$ cat config.mk
export PLATFORM = sky130hd
export DESIGN_NAME = tunable_white_duty_controller
export DESIGN_NICKNAME = d
export VERILOG_FILES = /design/src/twdc_pkg.sv /design/src/twdc_state.sv /design/src/twdc_ramp.sv /design/src/twdc_scale.sv /design/src/tunable_white_duty_controller.sv
export SDC_FILE = /design/constraint.sdc
export NUM_CORES = 1
export LEC_CHECK = 0
export BUFFER_PORTS_ARGS = -buffer_cell sky130_fd_sc_hd__buf_2
export CORE_UTILIZATION = 55
export CTS_CLUSTER_DIAMETER = 200
export DETAILED_ROUTE_END_ITERATION = 8
export PLACE_DENSITY = 0.72
export SLEW_MARGIN = 10
export SYNTH_ARGS = -nofsm -noshare
export SYNTH_HDL_FRONTEND = slang
export SYNTH_SLANG_ARGS = --single-unit
$ cat constraint.sdc
create_clock -name clock -period 10.3 [get_ports clock]
set_clock_uncertainty 0.15 [all_clocks]
set_input_delay 0.515 -clock clock [delete_from_list [all_inputs] [get_ports clock]]
set_output_delay 0.515 -clock clock [all_outputs]
set_load 0.05 [all_outputs]
$ cat src/twdc_pkg.sv
package twdc_pkg;

   // field widths
   localparam int MODE_W      = 3;
   localparam int VALUE_W     = 16;
   localparam int DUTY_W      = 14;
   localparam int LEVEL_W     = 8;
   localparam int TEMP_W      = 16;
   localparam int BOOT_CNT_W  = 8;
   localparam int CSR_INDEX_W = 8;
   localparam int CSR_DATA_W  = 16;
   localparam int SPM_W       = 2;

   // parameter defaults
   localparam int unsigned DUTY_FULL_SCALE_DEFAULT = 8192;
   localparam int unsigned REBOOT_LIMIT_DEFAULT    = 5;

   // event codes
   localparam logic [MODE_W-1:0] MODE_SET_POWER    = 3'd0;
   localparam logic [MODE_W-1:0] MODE_SET_LEVEL    = 3'd1;
   localparam logic [MODE_W-1:0] MODE_SET_TEMP     = 3'd2;
   localparam logic [MODE_W-1:0] MODE_BOOT_RESTORE = 3'd3;
   localparam logic [MODE_W-1:0] MODE_BOOT_CONFIRM = 3'd4;

   // register indexes
   localparam logic [CSR_INDEX_W-1:0] CSR_STARTUP_POWER_MODE  = 8'd0;
   localparam logic [CSR_INDEX_W-1:0] CSR_STARTUP_TEMPERATURE = 8'd1;

   // startup power modes
   localparam logic [SPM_W-1:0] SPM_OFF    = 2'd0;
   localparam logic [SPM_W-1:0] SPM_ON     = 2'd1;
   localparam logic [SPM_W-1:0] SPM_TOGGLE = 2'd2;
   localparam logic [SPM_W-1:0] SPM_KEEP   = 2'd3;

   // special values
   localparam logic [TEMP_W-1:0]     KEEP_TEMPERATURE = 16'hFFFF;
   localparam logic [LEVEL_W-1:0]    LEVEL_OFF        = 8'h00;
   localparam logic [LEVEL_W-1:0]    LEVEL_ON         = 8'hFF;
   localparam logic [BOOT_CNT_W-1:0] BOOT_CNT_MAX     = 8'hFF;

   // reset values
   localparam logic [SPM_W-1:0]   RST_STARTUP_POWER_MODE = SPM_ON;
   localparam logic [TEMP_W-1:0]  RST_STARTUP_TEMP       = KEEP_TEMPERATURE;
   localparam logic [LEVEL_W-1:0] RST_LEVEL              = 8'd254;
   localparam logic [TEMP_W-1:0]  RST_TEMP               = 16'd250;

   // ramp breakpoints in mireds
   localparam logic [TEMP_W-1:0] T_WARM_FULL  = 16'd370;
   localparam logic [TEMP_W-1:0] T_COLD_STEEP = 16'd454;
   localparam logic [TEMP_W-1:0] T_COLD_END   = 16'd500;
   localparam logic [TEMP_W-1:0] T_COLD_BASE  = 16'd538;
   localparam logic [TEMP_W-1:0] T_WARM_STEEP = 16'd250;
   localparam logic [TEMP_W-1:0] T_WARM_BASE  = 16'd130;
   localparam logic [TEMP_W-1:0] T_WARM_END   = 16'd150;

   // ramp divisors and the level scale
   localparam int unsigned DIV_COLD_STEEP = 92;
   localparam int unsigned DIV_COLD_GENTLE = 168;
   localparam int unsigned DIV_WARM_GENTLE = 240;
   localparam int unsigned DIV_WARM_STEEP  = 200;
   localparam int unsigned LEVEL_SCALE     = 254;

   typedef struct packed {
      logic [MODE_W-1:0]  mode;
      logic [VALUE_W-1:0] value;
   } twdc_req_type;

   typedef struct packed {
      logic [DUTY_W-1:0]  cold_duty;
      logic [DUTY_W-1:0]  warm_duty;
      logic               drive_applied;
      logic               power_now;
      logic [LEVEL_W-1:0] level_now;
      logic [TEMP_W-1:0]  temperature_now;
      logic               factory_reset_request;
   } twdc_rsp_type;

   // state after one event, carried down the pipeline
   typedef struct packed {
      logic               apply;
      logic               factory;
      logic               power;
      logic [LEVEL_W-1:0] level;
      logic [TEMP_W-1:0]  temp;
   } twdc_snap_type;

endpackage

$ cat src/twdc_state.sv
module twdc_state #(
   parameter int unsigned REBOOT_LIMIT = twdc_pkg::REBOOT_LIMIT_DEFAULT
) (
   input  logic                                   clock,
   input  logic                                   reset,
   input  logic                                   req_valid,
   output logic                                   req_ready,
   input  twdc_pkg::twdc_req_type                 req_data,
   input  logic                                   csr_valid,
   input  logic [twdc_pkg::CSR_INDEX_W-1:0]       csr_index,
   input  logic [twdc_pkg::CSR_DATA_W-1:0]        csr_wdata,
   output logic                                   out_valid,
   input  logic                                   out_ready,
   output twdc_pkg::twdc_snap_type                out_snap
);
   import twdc_pkg::*;

   logic [SPM_W-1:0]      startup_mode_ff;
   logic [TEMP_W-1:0]     startup_temp_ff;
   logic                  power_ff, power_in;
   logic [LEVEL_W-1:0]    level_ff, level_in;
   logic [TEMP_W-1:0]     temp_ff, temp_in;
   logic [BOOT_CNT_W-1:0] boot_cnt_ff, boot_cnt_in;
   logic                  valid_ff;
   twdc_snap_type         snap_ff, snap_in;
   logic                  accept;
   logic                  apply, factory;

   assign req_ready = !valid_ff || out_ready;
   assign accept    = req_valid && req_ready;
   assign out_valid = valid_ff;
   assign out_snap  = snap_ff;

   // event decode and state update
   always_comb begin
      power_in    = power_ff;
      level_in    = level_ff;
      temp_in     = temp_ff;
      boot_cnt_in = boot_cnt_ff;
      apply       = 1'b0;
      factory     = 1'b0;
      case (req_data.mode)
         MODE_SET_POWER: begin
            power_in = (req_data.value != '0);
            apply    = 1'b1;
         end
         MODE_SET_LEVEL: begin
            if (req_data.value[LEVEL_W-1:0] == LEVEL_OFF) begin
               power_in = 1'b0;
            end else if (req_data.value[LEVEL_W-1:0] == LEVEL_ON) begin
               power_in = 1'b1;
            end else begin
               level_in = req_data.value[LEVEL_W-1:0];
            end
            apply = 1'b1;
         end
         MODE_SET_TEMP: begin
            temp_in = req_data.value;
            apply   = 1'b1;
         end
         MODE_BOOT_RESTORE: begin
            if (startup_temp_ff != KEEP_TEMPERATURE) begin
               temp_in = startup_temp_ff;
            end
            case (startup_mode_ff)
               SPM_OFF:    power_in = 1'b0;
               SPM_ON:     power_in = 1'b1;
               SPM_TOGGLE: power_in = !power_ff;
               default:    power_in = power_ff;
            endcase
            if (boot_cnt_ff != BOOT_CNT_MAX) begin
               boot_cnt_in = boot_cnt_ff + 1'b1;
            end
            if (boot_cnt_in >= BOOT_CNT_W'(REBOOT_LIMIT)) begin
               factory = 1'b1;
            end else begin
               apply = 1'b1;
            end
         end
         MODE_BOOT_CONFIRM: begin
            boot_cnt_in = '0;
         end
         default: begin
         end
      endcase
      snap_in.apply   = apply;
      snap_in.factory = factory;
      snap_in.power   = power_in;
      snap_in.level   = level_in;
      snap_in.temp    = temp_in;
   end

   // configuration registers
   always_ff @(posedge clock) begin
      if (reset) begin
         startup_mode_ff <= RST_STARTUP_POWER_MODE;
         startup_temp_ff <= RST_STARTUP_TEMP;
      end else if (csr_valid) begin
         if (csr_index == CSR_STARTUP_POWER_MODE) begin
            startup_mode_ff <= csr_wdata[SPM_W-1:0];
         end else if (csr_index == CSR_STARTUP_TEMPERATURE) begin
            startup_temp_ff <= csr_wdata[TEMP_W-1:0];
         end
      end
   end

   // light state, committed on each transfer
   always_ff @(posedge clock) begin
      if (reset) begin
         power_ff    <= 1'b0;
         level_ff    <= RST_LEVEL;
         temp_ff     <= RST_TEMP;
         boot_cnt_ff <= '0;
      end else if (accept) begin
         power_ff    <= power_in;
         level_ff    <= level_in;
         temp_ff     <= temp_in;
         boot_cnt_ff <= boot_cnt_in;
      end
   end

   // snapshot register feeding the ramp stage
   always_ff @(posedge clock) begin
      if (reset) begin
         valid_ff <= 1'b0;
      end else if (req_ready) begin
         valid_ff <= req_valid;
      end
   end

   always_ff @(posedge clock) begin
      if (accept) begin
         snap_ff <= snap_in;
      end
   end

`ifndef SYNTHESIS
   a_confirm_clears: assert property (@(posedge clock) disable iff (reset)
      (accept && req_data.mode == MODE_BOOT_CONFIRM) |=> (boot_cnt_ff == '0))
      else $error("boot counter not cleared by boot confirmed");
   a_level_stored: assert property (@(posedge clock) disable iff (reset)
      (level_ff != LEVEL_OFF) && (level_ff != LEVEL_ON))
      else $error("stored level holds an on or off code");
   a_factory_only_boot: assert property (@(posedge clock) disable iff (reset)
      (accept && req_data.mode != MODE_BOOT_RESTORE) |=> !snap_ff.factory)
      else $error("factory reset raised by a non-boot event");
`endif

endmodule

$ cat src/twdc_ramp.sv
module twdc_ramp #(
   parameter int unsigned DUTY_FULL_SCALE = twdc_pkg::DUTY_FULL_SCALE_DEFAULT,
   parameter int          FS_W            = $clog2(DUTY_FULL_SCALE + 1)
) (
   input  logic                    clock,
   input  logic                    reset,
   input  logic                    in_valid,
   output logic                    in_ready,
   input  twdc_pkg::twdc_snap_type in_snap,
   output logic                    out_valid,
   input  logic                    out_ready,
   output twdc_pkg::twdc_snap_type out_snap,
   output logic [FS_W-1:0]         out_cold_base,
   output logic [FS_W-1:0]         out_warm_base
);
   import twdc_pkg::*;

   // floor(d*FS/D) as (d * FS*M) >> K, exact for d*FS below 2^(K-8)
   localparam int          RAMP_SHIFT = FS_W + 16;
   localparam int          PW         = FS_W + RAMP_SHIFT - 6;
   localparam logic [63:0] FS64       = 64'(DUTY_FULL_SCALE);
   localparam logic [63:0] ONE_K      = 64'd1 << RAMP_SHIFT;
   localparam logic [PW-1:0] RECIP_CS =
      PW'(FS64 * (ONE_K / 64'(DIV_COLD_STEEP) + 64'd1));
   localparam logic [PW-1:0] RECIP_CG =
      PW'(FS64 * (ONE_K / 64'(DIV_COLD_GENTLE) + 64'd1));
   localparam logic [PW-1:0] RECIP_WG =
      PW'(FS64 * (ONE_K / 64'(DIV_WARM_GENTLE) + 64'd1));
   localparam logic [PW-1:0] RECIP_WS =
      PW'(FS64 * (ONE_K / 64'(DIV_WARM_STEEP) + 64'd1));
   localparam logic [FS_W-1:0] FS_VAL = FS_W'(DUTY_FULL_SCALE);

   logic [TEMP_W-1:0] t;
   logic [7:0]        diff;
   logic [PW-1:0]     recip;
   logic              ramp_cold;
   logic              ramp_zero;
   logic [PW+7:0]     prod;
   logic [FS_W-1:0]   ramp;
   logic [FS_W-1:0]   cold_in, warm_in;
   logic              valid_ff;
   twdc_snap_type     snap_ff;
   logic [FS_W-1:0]   cold_ff, warm_ff;
   logic              load;

   assign in_ready      = !valid_ff || out_ready;
   assign load          = in_valid && in_ready;
   assign out_valid     = valid_ff;
   assign out_snap      = snap_ff;
   assign out_cold_base = cold_ff;
   assign out_warm_base = warm_ff;

   // segment select
   always_comb begin
      t         = in_snap.temp;
      diff      = '0;
      recip     = RECIP_CG;
      ramp_zero = 1'b0;
      ramp_cold = (t >= T_WARM_FULL);
      if (t >= T_WARM_FULL) begin
         if (t >= T_COLD_STEEP) begin
            recip = RECIP_CS;
            if (t <= T_COLD_END) begin
               diff = 8'(T_COLD_END - t);
            end else begin
               ramp_zero = 1'b1;
            end
         end else begin
            recip = RECIP_CG;
            diff  = 8'(T_COLD_BASE - t);
         end
      end else begin
         if (t >= T_WARM_STEEP) begin
            recip = RECIP_WG;
            diff  = 8'(t - T_WARM_BASE);
         end else begin
            recip = RECIP_WS;
            if (t >= T_WARM_END) begin
               diff = 8'(t - T_WARM_END);
            end else begin
               ramp_zero = 1'b1;
            end
         end
      end
   end

   // ramp value by reciprocal multiply
   assign prod = {{PW{1'b0}}, diff} * {8'b0, recip};
   assign ramp = ramp_zero ? '0 : prod[RAMP_SHIFT +: FS_W];

   always_comb begin
      if (!in_snap.apply || !in_snap.power) begin
         cold_in = '0;
         warm_in = '0;
      end else if (ramp_cold) begin
         cold_in = ramp;
         warm_in = FS_VAL;
      end else begin
         cold_in = FS_VAL;
         warm_in = ramp;
      end
   end

   always_ff @(posedge clock) begin
      if (reset) begin
         valid_ff <= 1'b0;
      end else if (in_ready) begin
         valid_ff <= in_valid;
      end
   end

   always_ff @(posedge clock) begin
      if (load) begin
         snap_ff <= in_snap;
         cold_ff <= cold_in;
         warm_ff <= warm_in;
      end
   end

endmodule

$ cat src/twdc_scale.sv
module twdc_scale #(
   parameter int unsigned DUTY_FULL_SCALE = twdc_pkg::DUTY_FULL_SCALE_DEFAULT,
   parameter int          FS_W            = $clog2(DUTY_FULL_SCALE + 1)
) (
   input  logic                    clock,
   input  logic                    reset,
   input  logic                    in_valid,
   output logic                    in_ready,
   input  twdc_pkg::twdc_snap_type in_snap,
   input  logic [FS_W-1:0]         in_cold_base,
   input  logic [FS_W-1:0]         in_warm_base,
   output logic                    rsp_valid,
   input  logic                    rsp_ready,
   output twdc_pkg::twdc_rsp_type  rsp_data
);
   import twdc_pkg::*;

   // floor(x/254) as (x*M) >> K, exact for x below 2^(K-8)
   localparam int XW        = FS_W + LEVEL_W;
   localparam int SCL_SHIFT = XW + 8;
   localparam int MW        = SCL_SHIFT - 7;
   localparam logic [MW-1:0] RECIP_LVL =
      MW'(((64'd1 << SCL_SHIFT) / 64'(LEVEL_SCALE)) + 64'd1);

   // level product stage
   logic          p_valid_ff;
   twdc_snap_type p_snap_ff;
   logic [XW-1:0] p_cold_ff, p_warm_ff;
   logic          p_ready;
   logic          p_load;

   // output stage
   logic            o_valid_ff;
   twdc_rsp_type    o_data_ff, o_data_in;
   logic            o_load;
   logic [XW+MW-1:0] q_cold, q_warm;

   assign in_ready = !p_valid_ff || p_ready;
   assign p_load   = in_valid && in_ready;
   assign p_ready  = !o_valid_ff || rsp_ready;
   assign o_load   = p_valid_ff && p_ready;
   assign rsp_valid = o_valid_ff;
   assign rsp_data  = o_data_ff;

   always_ff @(posedge clock) begin
      if (reset) begin
         p_valid_ff <= 1'b0;
      end else if (in_ready) begin
         p_valid_ff <= in_valid;
      end
   end

   // both lanes times level
   always_ff @(posedge clock) begin
      if (p_load) begin
         p_snap_ff <= in_snap;
         p_cold_ff <= {{LEVEL_W{1'b0}}, in_cold_base} * {{FS_W{1'b0}}, in_snap.level};
         p_warm_ff <= {{LEVEL_W{1'b0}}, in_warm_base} * {{FS_W{1'b0}}, in_snap.level};
      end
   end

   // divide by the level scale and assemble the result
   assign q_cold = {{MW{1'b0}}, p_cold_ff} * {{XW{1'b0}}, RECIP_LVL};
   assign q_warm = {{MW{1'b0}}, p_warm_ff} * {{XW{1'b0}}, RECIP_LVL};

   always_comb begin
      o_data_in.cold_duty             = DUTY_W'(q_cold[SCL_SHIFT +: FS_W]);
      o_data_in.warm_duty             = DUTY_W'(q_warm[SCL_SHIFT +: FS_W]);
      o_data_in.drive_applied         = p_snap_ff.apply;
      o_data_in.power_now             = p_snap_ff.power;
      o_data_in.level_now             = p_snap_ff.level;
      o_data_in.temperature_now       = p_snap_ff.temp;
      o_data_in.factory_reset_request = p_snap_ff.factory;
   end

   always_ff @(posedge clock) begin
      if (reset) begin
         o_valid_ff <= 1'b0;
      end else if (p_ready) begin
         o_valid_ff <= p_valid_ff;
      end
   end

   always_ff @(posedge clock) begin
      if (o_load) begin
         o_data_ff <= o_data_in;
      end
   end

`ifndef SYNTHESIS
   a_idle_drive_zero: assert property (@(posedge clock) disable iff (reset)
      (o_valid_ff && !o_data_ff.drive_applied) |->
      (o_data_ff.cold_duty == '0 && o_data_ff.warm_duty == '0))
      else $error("duty driven on an event that applies no drive");
   a_off_drive_zero: assert property (@(posedge clock) disable iff (reset)
      (o_valid_ff && !o_data_ff.power_now) |->
      (o_data_ff.cold_duty == '0 && o_data_ff.warm_duty == '0))
      else $error("duty driven while power is off");
`endif

endmodule

$ cat src/tunable_white_duty_controller.sv
// Tunable-white duty controller. Each light event (set power, set level, set
// temperature, boot restore, boot confirmed) updates the power, level,
// temperature and boot count, and returns exactly one result holding the
// cold- and warm-white duties it applied and the state after the event. Events
// are taken one per clock cycle while req_ready is high, and results come back
// in order through a state stage, a ramp stage with one reciprocal multiplier
// for the temperature division, a level product stage and an output stage that
// divides by the level scale. A stalled result waits in the output register
// while the earlier stages keep taking events until the pipe is full.
// Configuration writes are always ready and take effect on the next boot
// restore event.
module tunable_white_duty_controller #(
   parameter int unsigned DUTY_FULL_SCALE = twdc_pkg::DUTY_FULL_SCALE_DEFAULT,
   parameter int unsigned REBOOT_LIMIT    = twdc_pkg::REBOOT_LIMIT_DEFAULT
) (
   input  logic                             clock,
   input  logic                             reset,
   input  logic                             req_valid,
   output logic                             req_ready,
   input  twdc_pkg::twdc_req_type           req_data,
   output logic                             rsp_valid,
   input  logic                             rsp_ready,
   output twdc_pkg::twdc_rsp_type           rsp_data,
   input  logic                             csr_valid,
   output logic                             csr_ready,
   input  logic [twdc_pkg::CSR_INDEX_W-1:0] csr_index,
   input  logic [twdc_pkg::CSR_DATA_W-1:0]  csr_wdata
);
   import twdc_pkg::*;

   localparam int FS_W = $clog2(DUTY_FULL_SCALE + 1);

   logic            st_valid, st_ready;
   twdc_snap_type   st_snap;
   logic            rp_valid, rp_ready;
   twdc_snap_type   rp_snap;
   logic [FS_W-1:0] rp_cold, rp_warm;

   assign csr_ready = 1'b1;

   // event decode and light state
   twdc_state #(
      .REBOOT_LIMIT (REBOOT_LIMIT)
   ) u_state (
      .clock     (clock),
      .reset     (reset),
      .req_valid (req_valid),
      .req_ready (req_ready),
      .req_data  (req_data),
      .csr_valid (csr_valid),
      .csr_index (csr_index),
      .csr_wdata (csr_wdata),
      .out_valid (st_valid),
      .out_ready (st_ready),
      .out_snap  (st_snap)
   );

   // temperature ramp
   twdc_ramp #(
      .DUTY_FULL_SCALE (DUTY_FULL_SCALE),
      .FS_W            (FS_W)
   ) u_ramp (
      .clock         (clock),
      .reset         (reset),
      .in_valid      (st_valid),
      .in_ready      (st_ready),
      .in_snap       (st_snap),
      .out_valid     (rp_valid),
      .out_ready     (rp_ready),
      .out_snap      (rp_snap),
      .out_cold_base (rp_cold),
      .out_warm_base (rp_warm)
   );

   // level scaling and result register
   twdc_scale #(
      .DUTY_FULL_SCALE (DUTY_FULL_SCALE),
      .FS_W            (FS_W)
   ) u_scale (
      .clock        (clock),
      .reset        (reset),
      .in_valid     (rp_valid),
      .in_ready     (rp_ready),
      .in_snap      (rp_snap),
      .in_cold_base (rp_cold),
      .in_warm_base (rp_warm),
      .rsp_valid    (rsp_valid),
      .rsp_ready    (rsp_ready),
      .rsp_data     (rsp_data)
   );

endmodule
; Word level (Yosys, flattened, before mapping)
; Index checks and enable logic that the tools add are counted.
[totals]
ramBits = 0
inputBits = 48
memories = 0
mem_bits_ro = 0
wordCells = 125
regBits = 263
latch_bits = 0
[op_classes]
n_eq_ne = 10
n_addsub = 5
n_shift = 0
n_reduce_logical = 28
div = 0
mul = 5
n_lt_le_gt_ge = 6
n_mux = 31
n_bitwise = 2
[ops]
columns = op, n
row1 = $mul 22x23->44 const B, 2
row2 = $mux 8, 10
row3 = $mul 14x8->22, 2
row4 = $mul 8x38->44, 1
row5 = $mux 14, 3
row6 = $mux 38, 1
row7 = $mux 37, 1
row8 = $mux 34, 1
row9 = $ge 16x8->1 const B, 2
row10 = $ge 16x9->1 const B, 2
row11 = $pmux 16 s2, 1
row12 = $le 16x9->1 const B, 1
row13 = $logic_not 8->1, 2
row14 = $mux 16, 1
row15 = $ne 16x16->1 const B, 1
row16 = $pmux 8 s2, 1
row17 = $reduce_bool 16->1, 1
row18 = $sub 8x8->8 const B, 2
row19 = $mux 1, 9
row20 = $add 8x1->8 const B, 1
row21 = $eq 8x1->1 const B, 1
row22 = $eq 8x8->1 const B, 1
row23 = $ge 8x3->1 const B, 1
row24 = $ne 8x8->1 const B, 1
row25 = 20 further kinds, 38

; Depth between registers and ports, before layout
; Gate-level depths: netlist (run 1).
[depth]
word_depth = 7
depth_mapped = 36
ltp_nobuf = 34

; Cells and area by module
; From an unflattened synthesis (run 1), not the netlist that was laid out.
[hier_totals]
cells_unflattened = 3118
hier_area_um2 = 30683.2
[by_module_without_submodules]
columns = module, cells_per_inst, seq_area_each_um2, area_each_um2, n_inst
row1 = twdc_scale, 1855, 3823.7, 18870.6, 1
row2 = twdc_ramp, 889, 1671.6, 8147.8, 1
row3 = twdc_state, 372, 1851.8, 3653.5, 1
row4 = tunable_white_duty_controller, 2, 0.0, 11.3, 1

; Least setup slack after synthesis (run 1)
; No wires, ideal clock.
[synth_path]
path_kind = register -> register
start = register u_state.snap_ff (netlist bit u_state.out_snap[2])
end = register u_ramp.cold_ff[13] (netlist: u_ramp.out_cold_base[13]) (data pin)
setup_slack_ns = 1.942
arrival_ns = 8.076
period_less_slack_ns = 8.358
setup_time_ns = 0.133
path_stages_with_launch = 35
cell_sequence = edfxtp_1 > clkbuf_1 > inv_1 > ha_1 > nor2b_1 > nor3_1 > or3_1 > and2_1 > clkbuf_1 > nor2_1 > a22oi_1 > o31ai_1 > o31ai_1 > a21oi_1 > inv_1 > fa_1 > inv_1 > fa_1 > fa_1 > inv_1 > fa_1 > inv_1 > ha_1 > a21o_1 > a21o_1 > a221o_1 > a221o_1 > o21ai_0 > nand2b_1 > o31a_1 > a21o_1 > a311oi_2 > xnor2_1 > or3_1 > nand2_1
[synth_via]
elab_chain_cells = 7
elab_cells_between_ends = 25
[synth_lines]
columns = item, line
row1 = from (decl), twdc_state.sv:25  ; twdc_snap_type snap_ff, snap_in;
row2 = from (signal assigned), twdc_state.sv:133  ; snap_ff <= snap_in;
row3 = $ge 16x8->1 (tied with other cells), twdc_ramp.sv:78  ; if (t >= T_WARM_END) begin
row4 = $mux 8 (on tied branches), "twdc_ramp.sv:78, twdc_ramp.sv:63"
row5 = $mux 8 (on tied branches), "twdc_ramp.sv:73, twdc_ramp.sv:61"
row6 = $mux 8, twdc_ramp.sv:60  ; if (t >= T_WARM_FULL) begin
row7 = $mul 8x38->44, twdc_ramp.sv:88  ; assign prod = {{PW{1'b0}}, diff} * {8'b0, recip};
row8 = $mux 14, twdc_ramp.sv:89  ; assign ramp = ramp_zero ? '0 : prod[RAMP_SHIFT +: FS_W];
row9 = $mux 14 *, twdc_ramp.sv:95  ; end else if (ramp_cold) begin
row10 = to (signal assigned), twdc_ramp.sv:115  ; cold_ff <= cold_in;
row11 = to (decl), twdc_ramp.sv:43  ; logic [FS_W-1:0] cold_ff, warm_ff;
; Every way passes the cells marked *; elsewhere a longest branch is shown, timed or not.
; A chain may end at the register's enable or synchronous reset.

; Final worst setup path (run 1)
[layout_path]
start = register u_state.snap_ff (netlist bit u_state.out_snap[2])
end = register u_ramp.cold_ff[9] (netlist: u_ramp.out_cold_base[9]) (data pin)
[layout_via]
elab_chain_cells = 6
elab_cells_between_ends = 26
[layout_lines]
columns = item, line
row1 = $ge 16x8->1 (tied with other cells), twdc_ramp.sv:78
row2 = $mux 8 (on tied branches), "twdc_ramp.sv:78, twdc_ramp.sv:63"
row3 = $mux 8 (on tied branches), "twdc_ramp.sv:73, twdc_ramp.sv:61"
row4 = $mux 8, twdc_ramp.sv:60
row5 = $mul 8x38->44, twdc_ramp.sv:88
row6 = $mux 14, twdc_ramp.sv:89
; Several ways; a longest one is shown, not always the timed one.

==> results of run 1 <==
## area by class of cell
| type | count | area, sq um | area share (%) |
|---|---|---|---|
| flip-flops and latches | 263 | 7350 | 23.6 |
| clock inverters | 23 | 246 | 0.791 |
| well taps | 680 | 851 | 2.73 |
| repair buffers | 134 | 778 | 2.50 |
| clock buffers | 35 | 801 | 2.57 |
| multi-input cells | 1958 | 19100 | 61.2 |
| inverters | 551 | 2070 | 6.64 |
## registers in the layout (all words and copies together), names as in the netlist, 8 cells and up
signal	count
u_scale.rsp_data	55
u_scale.p_warm_ff	22
u_state.startup_temp_ff	16
u_state.boot_cnt_ff	8
u_state.temp_ff	16
u_ramp.out_warm_base	14
u_ramp.out_snap	27
u_ramp.out_cold_base	14
u_scale.o_data_in	27
u_scale.p_cold_ff	22
u_state.out_snap	27
u_state.level_ff	8
## layout by cell type (no fill, tap or decap), types with 5 or more instances in the layout
cell	count
a211oi_1	8
a21o_1	30
a21oi_1	85
a31oi_1	7
and2_1	119
and3_1	14
and4_1	8
buf_2	104
buf_4	17
clkbuf_16	31
dfxtp_1	55
dlygate4sd3_1	13
edfxtp_1	208
fa_1	319
ha_1	495
inv_1	550
inv_6	6
mux2_2	6
mux2i_1	23
nand2_1	240
nand2b_1	18
nand3_1	29
nand3b_1	18
nand4_1	16
nor2_1	212
nor2b_1	16
nor3_1	32
nor4_1	7
o21a_1	13
o21ai_0	36
o21bai_1	19
o22a_1	5
o22ai_1	10
o31ai_1	6
or3_1	7
xnor2_1	59
xor2_1	26
## per-layer routing
| metal | GRT usage (%) | part of all wire, % |
|---|---|---|
| met2 | 43.7 | 50 |
| met3 | 2.54 | 4.2 |
| met1 | 31.5 | 43 |
| met4 | 6.52 | 2.6 |
| met5 | 0 | 0 |
## kinds of logic (layout without fill, tap and decap cells)
kind of cell             after synthesis  after routing  share of synthesized area (%)
adder cells (fa/ha/maj)              814            814                           43.9
AND/OR/NAND/NOR                      750            750                           12.4
buffers and inverters                613            743                           8.06
AO/OA/AOI/OAI                        277            277                           6.44
flip-flops                           263            263                           25.6
XOR/XNOR                              85             85                           2.60
multiplexers                          29             29                           1.04
other                                  2              3                         0.0262
## what timing repair did
item | CTS | global route
setup buffers | 0 | 0
hold endpoints to repair | 13 | 0
hold buffers | 13 | 0
## metrics by stage
stage,utilization (%),hold WS [ps]
3_5_place_dp,58.3,255
6_report,60.6,17.2
2_1_floorplan,-,250
5_1_grt,60.6,2.48
3_3_place_gp,58.3,254
4_1_cts,60.6,1.89
## worst min-delay path, stage by stage
cell and delay, ps:
buf_2 80, nand2_1 40, nand3b_1 80
## report_power, final
part           leakage (uW)  switching [uW]  total (uW)  internal, uW
logic                0.0130            1760        3180          1420
clock network      0.000511             479        1130           647
registers           0.00235            77.3        1370          1300
total                0.0159            2320        5680          3360
## synthesized netlist by cell type (5+ instances only)
master / count
inv_1: 550
ha_1: 495
fa_1: 319
nand2_1: 240
nor2_1: 212
edfxtp_1: 208
and2_1: 119
a21oi_1: 85
xnor2_1: 59
dfxtp_1: 55
clkbuf_1: 51
o21ai_0: 36
nor3_1: 33
a21o_1: 30
nand3_1: 29
xor2_1: 26
mux2i_1: 23
o21bai_1: 19
nand2b_1: 18
nand3b_1: 18
nor2b_1: 18
nand4_1: 16
and3_1: 14
o21a_1: 13
o22ai_1: 10
a211oi_1: 8
and4_1: 8
a31oi_1: 7
nor4_1: 7
or3_1: 7
mux2_2: 6
o31ai_1: 6
a21boi_0: 5
buf_1: 5
buf_2: 5
o22a_1: 5
## path summary, 6_finish.rpt
path / end / start / slack, ps
hold reg to reg: u_scale.rsp_data[23] / u_scale.o_data_in[23] / 260
setup / recovery: u_ramp.out_cold_base[9] / u_state.out_snap[2] / 750
hold / removal: u_state.startup_temp_ff[5] / csr_wdata[5] / 20
setup reg to reg: u_ramp.out_cold_base[9] / u_state.out_snap[2] / 750
==> flow_metrics.env, run 1 <==
export IMPL_grt_pass1_wl_mm=105
export IMPL_setup_slack_ps=750
export IMPL_synth_edf_count=208
export IMPL_crit_type="reg2reg"
export IMPL_slew_headroom_pct=25.9
export IMPL_status="completed"
export IMPL_start_util_pct=55.8
export IMPL_ys_seq_elements=263
export IMPL_fin_nets=3801
export IMPL_clk_pin_slew_ps=60
export IMPL_power_density_nw_per_um2=182
export IMPL_overflow=0
export IMPL_design_area_sq_um=31100
export IMPL_period_minus_slack_ps=9550
export IMPL_rsz0062_at_grt="false"
export IMPL_yosysSeqAreaShare_pct=25.6
export IMPL_grt_antenna_before_repair=0
export IMPL_vias=19700
export IMPL_core_sq_um=51400
export IMPL_dr_first_iter_drc_count=1108
export IMPL_stdcell_count=3644
export IMPL_cts_tree="built"
export IMPL_cp_num_buf_inv=6
export IMPL_worst_slew_pin_slew_ps=1110
export IMPL_drive_gt1_share_pct=6.55
export IMPL_worst_setup_path_start_kind="flop"
export IMPL_gp_congestion=0.921
export IMPL_cts_buffers=31
export IMPL_port_buffers=104
export IMPL_crit_top_cell="inv_1"
export IMPL_vdd_drop_max_uv=124
export IMPL_drt_drc_violations_left=0
export IMPL_synthArstFlopShare_pct=0
export IMPL_fillers=4235
export IMPL_synth_warnings=0
export IMPL_critPathMaxFanout=18
export IMPL_synthTopCellsByArea="fa_1 22%, edfxtp_1 22%, ha_1 22%"
export IMPL_dp_slack_ps=834
export IMPL_fmax_mhz=105
export IMPL_cp_end_kind="flop"
export IMPL_leakage_uw=0.0159
export IMPL_r2r_cells=32
export IMPL_grt_usage_pct=24.5
export IMPL_syn_to_final_growth_pct=8.61
export IMPL_critPathSlowestCell="edfxtp_1"
export IMPL_syn_area_sq_um=28700
export IMPL_rows=83
export IMPL_wirelength_mm=63.0
export IMPL_drv_slew=0
export IMPL_dp_final_hpwl_mm=50.5
export IMPL_required_ps=10460
export IMPL_die_w_um=230
export IMPL_path_depth=32
export IMPL_grt_pass1_vias=21100
export IMPL_crit_arrival_ps=9710
export IMPL_clock_sinks=263
export IMPL_antenna_left=0
export IMPL_power_uw=5680
export IMPL_min_period_over_period_pct=92.7
export IMPL_critPathMaxStageDelay_ps=650
export IMPL_antennaDiodeCount=0
export IMPL_postCtsResizedCells=0
export IMPL_die_y_um=230
export IMPL_hold_path_class="in2reg"
export IMPL_hold_violations=0
export IMPL_whs_path_depth=3
export IMPL_critPathTopFamily="compound AO/OA/AOI/OAI gates"
export IMPL_synth_cell_type_count=73
export IMPL_htreeDepth=1
export IMPL_dr_pass1_iters=5
export IMPL_grt_max_degree=72
export IMPL_clk_insertion_delay_late_ps=590
export IMPL_viasPerCell=5.42
export IMPL_dp_cells=3573
export IMPL_fin_setup_tns_ps=0
export IMPL_synth_top_area_cell="fa_1"
export IMPL_cts_max_path_buffers=3
export IMPL_ios=106
export IMPL_root_buffer="clkbuf_16"
export IMPL_setup_violations_final=0
export IMPL_synth_top_area_share_pct=22.3
export IMPL_syn_area_per_cell_sq_um=10.1
export IMPL_synth_cells=2833
export IMPL_synth_ff_type="edfxtp_1"
export IMPL_cap_violations=0
export IMPL_place_area_sq_um=30000
export IMPL_die_area_sq_um=53100
export IMPL_avgRoutedWirePerCell_um=17.3
Note: power is estimated with default switching activity, not from simulation.
==> inputs of run 2 (changes only) <==
--- a/config.mk
+++ b/config.mk
@@ -6,10 +6,12 @@
 export NUM_CORES = 1
 export LEC_CHECK = 0
 export BUFFER_PORTS_ARGS = -buffer_cell sky130_fd_sc_hd__buf_2
-export CORE_UTILIZATION = 55
+export CELL_PAD_IN_SITES_DETAIL_PLACEMENT = 0
+export CELL_PAD_IN_SITES_GLOBAL_PLACEMENT = 1
+export CORE_UTILIZATION = 30
 export CTS_CLUSTER_DIAMETER = 200
 export DETAILED_ROUTE_END_ITERATION = 8
-export PLACE_DENSITY = 0.72
+export PLACE_DENSITY_LB_ADDON = 0.1
 export SLEW_MARGIN = 10
 export SYNTH_ARGS = -nofsm -noshare
 export SYNTH_HDL_FRONTEND = slang
==> flow_metrics.env, run 2 (synthesis results as in run 1) <==
export IMPL_htreeDepth=2
export IMPL_internal_power_uw=3410
export IMPL_whs_path_depth=3
export IMPL_hp_start="csr_wdata[5]"
export IMPL_start_util_pct=30.2
export IMPL_viasPerCell=4.58
export IMPL_die_y_um=311
export IMPL_period_minus_slack_ps=9360
export IMPL_fmax_mhz=107
export IMPL_clk_pin_slew_ps=50
export IMPL_largest_register_ffs=55
export IMPL_vdd_drop_max_uv=95.4
export IMPL_crit_type="reg2reg"
export IMPL_dp_cells=4163
export IMPL_antenna_left=0
export IMPL_cp_end_kind="flop"
export IMPL_r2r_cells=31
export IMPL_slew_headroom_pct=30.8
export IMPL_crit_arrival_ps=9510
export IMPL_hold_end="u_state.startup_temp_ff[5]"
export IMPL_fin_util_pct=33.7
export IMPL_fin_setup_tns_ps=0
export IMPL_drt_drc_violations_left=0
export IMPL_grt_antenna_before_repair=0
export IMPL_dp_slack_ps=1000
export IMPL_grt_max_degree=72
export IMPL_fin_nets=3807
export IMPL_min_period_over_period_pct=90.9
export IMPL_core_sq_um=94900
export IMPL_syn_to_final_growth_pct=11.4
export IMPL_port_buffers=104
export IMPL_switching_share_pct=40.6
export IMPL_cts_tree="built"
export IMPL_switchingPower_uw=2330
export IMPL_root_buffer="clkbuf_16"
export IMPL_setup_violations_final=0
export IMPL_power_density_nw_per_um2=179
export IMPL_r2r_start="u_state.out_snap[1]"
export IMPL_dp_final_hpwl_mm=59.2
export IMPL_worst_slew_pin_slew_ps=1030
export IMPL_worst_setup_path_start_kind="flop"
export IMPL_drv_slew=0
export IMPL_antennaDiodeCount=0
export IMPL_rrSetupSlack_ps=940
export IMPL_clk_insertion_delay_late_ps=570
export IMPL_critPathMaxStageDelay_ps=880
export IMPL_clock_sinks=263
export IMPL_cts_buffers=35
export IMPL_die_area_sq_um=96800
export IMPL_wirelength_mm=72.5
export IMPL_critPathSlowestCell="o31ai_1"
export IMPL_grt_usage_pct=15.2
export IMPL_grt_pass1_wl_mm=117
export IMPL_final_common_cell="inv_1"
export IMPL_fin_hold_ws_ps=31.7
export IMPL_cts_max_path_buffers=3
export IMPL_overflow=0
export IMPL_stdcell_count=4236
export IMPL_worstReg2RegEnd="u_ramp.out_cold_base[11]"
export IMPL_ios=106
export IMPL_gp_congestion=0.855
export IMPL_rsz0062_at_grt="false"
export IMPL_dr_first_iter_drc_count=668
export IMPL_drive_gt1_share_pct=6.63
export IMPL_cap_violations=0
export IMPL_combPwrFrac_pct=55.1
export IMPL_grt_pass1_vias=21000
export IMPL_dr_pass1_iters=7
export IMPL_leakage_uw=0.0159
export IMPL_setup_slack_ps=936
export IMPL_rows=113
export IMPL_critPathMaxFanout=17
export IMPL_p_clk_share_pct=20.9
export IMPL_postCtsResizedCells=0
export IMPL_hold_violations=0
export IMPL_seqPwrFrac_pct=24.0
export IMPL_avgRoutedWirePerCell_um=17.1
export IMPL_hold_path_class="in2reg"
export IMPL_status="completed"
export IMPL_required_ps=10440
export IMPL_die_w_um=311
export IMPL_vias=19400
export IMPL_final_cell_mix="550 x inv_1, 495 x ha_1, 319 x fa_1"
==> run 2: worst max-delay path, delay by kind of cell, from the launching register on <==
family / cells / cell delay [ps]
fa+ha+maj: 6 / 2410
buf+inv: 4 / 210
compound gates: 10 / 2720
simple gates: 10 / 2690
flops: 1 / 710
xor+xnor: 1 / 200
==> run 2: routing by layer <==
metal	vias up	global-route usage, %	wire length (um)
li1	9462	-	-
met1	9620	19.7	33500
met2	222	27.1	35900
met3	79	1.45	1530
met4	0	3.92	1530
met5	-	0	0
==> run 2: repair_timing <==
item                      4_1_cts  5_1_grt
hold buffers                   10        0
hold endpoints to repair       10        0
setup buffers                   0        0
==> run 2: how the worst max path moves through the flow <==
stage	startpoint	slack, ps	to
after floorplan	u_state.out_snap[2]	1940	u_ramp.out_cold_base[13]
after global placement	u_state.out_snap[1]	1060	u_ramp.out_cold_base[11]
final	u_state.out_snap[1]	940	u_ramp.out_cold_base[11]
after detailed placement	u_state.out_snap[1]	1000	u_ramp.out_cold_base[11]
after global routing	u_state.out_snap[1]	320	u_ramp.out_cold_base[11]
after CTS	u_state.out_snap[1]	980	u_ramp.out_cold_base[11]
==> run 2: cell type report <==
type,count,area (sq um)
Clock buffer,46,937
Fill cell,9720,62900
Tap cell,1265,1580
Inverter,551,2070
Sequential cell,263,7350
Multi-Input combinational cell,1958,19100
Clock inverter,17,179
Timing Repair Buffer,136,786
==> run 2: stage by stage <==
stage	total power, uW	cell area, sq um
2_1_floorplan	3790	28700
3_3_place_gp	4620	30700
3_5_place_dp	4620	30700
4_1_cts	5910	32000
5_1_grt	6430	32000
6_report	5730	32000
==> run 2: power by group through the flow <==
| stage | clock [uW] | combinational, uW | sequential, uW |
|---|---|---|---|
| 6_report | 1200 | 3160 | 1380 |
| 5_1_grt | 1280 | 3770 | 1390 |
| 4_1_cts | 1250 | 3280 | 1380 |
| 3_5_place_dp | 0 | 3220 | 1400 |
| 3_3_place_gp | 0 | 3220 | 1400 |
| 2_1_floorplan | 0 | 2390 | 1400 |
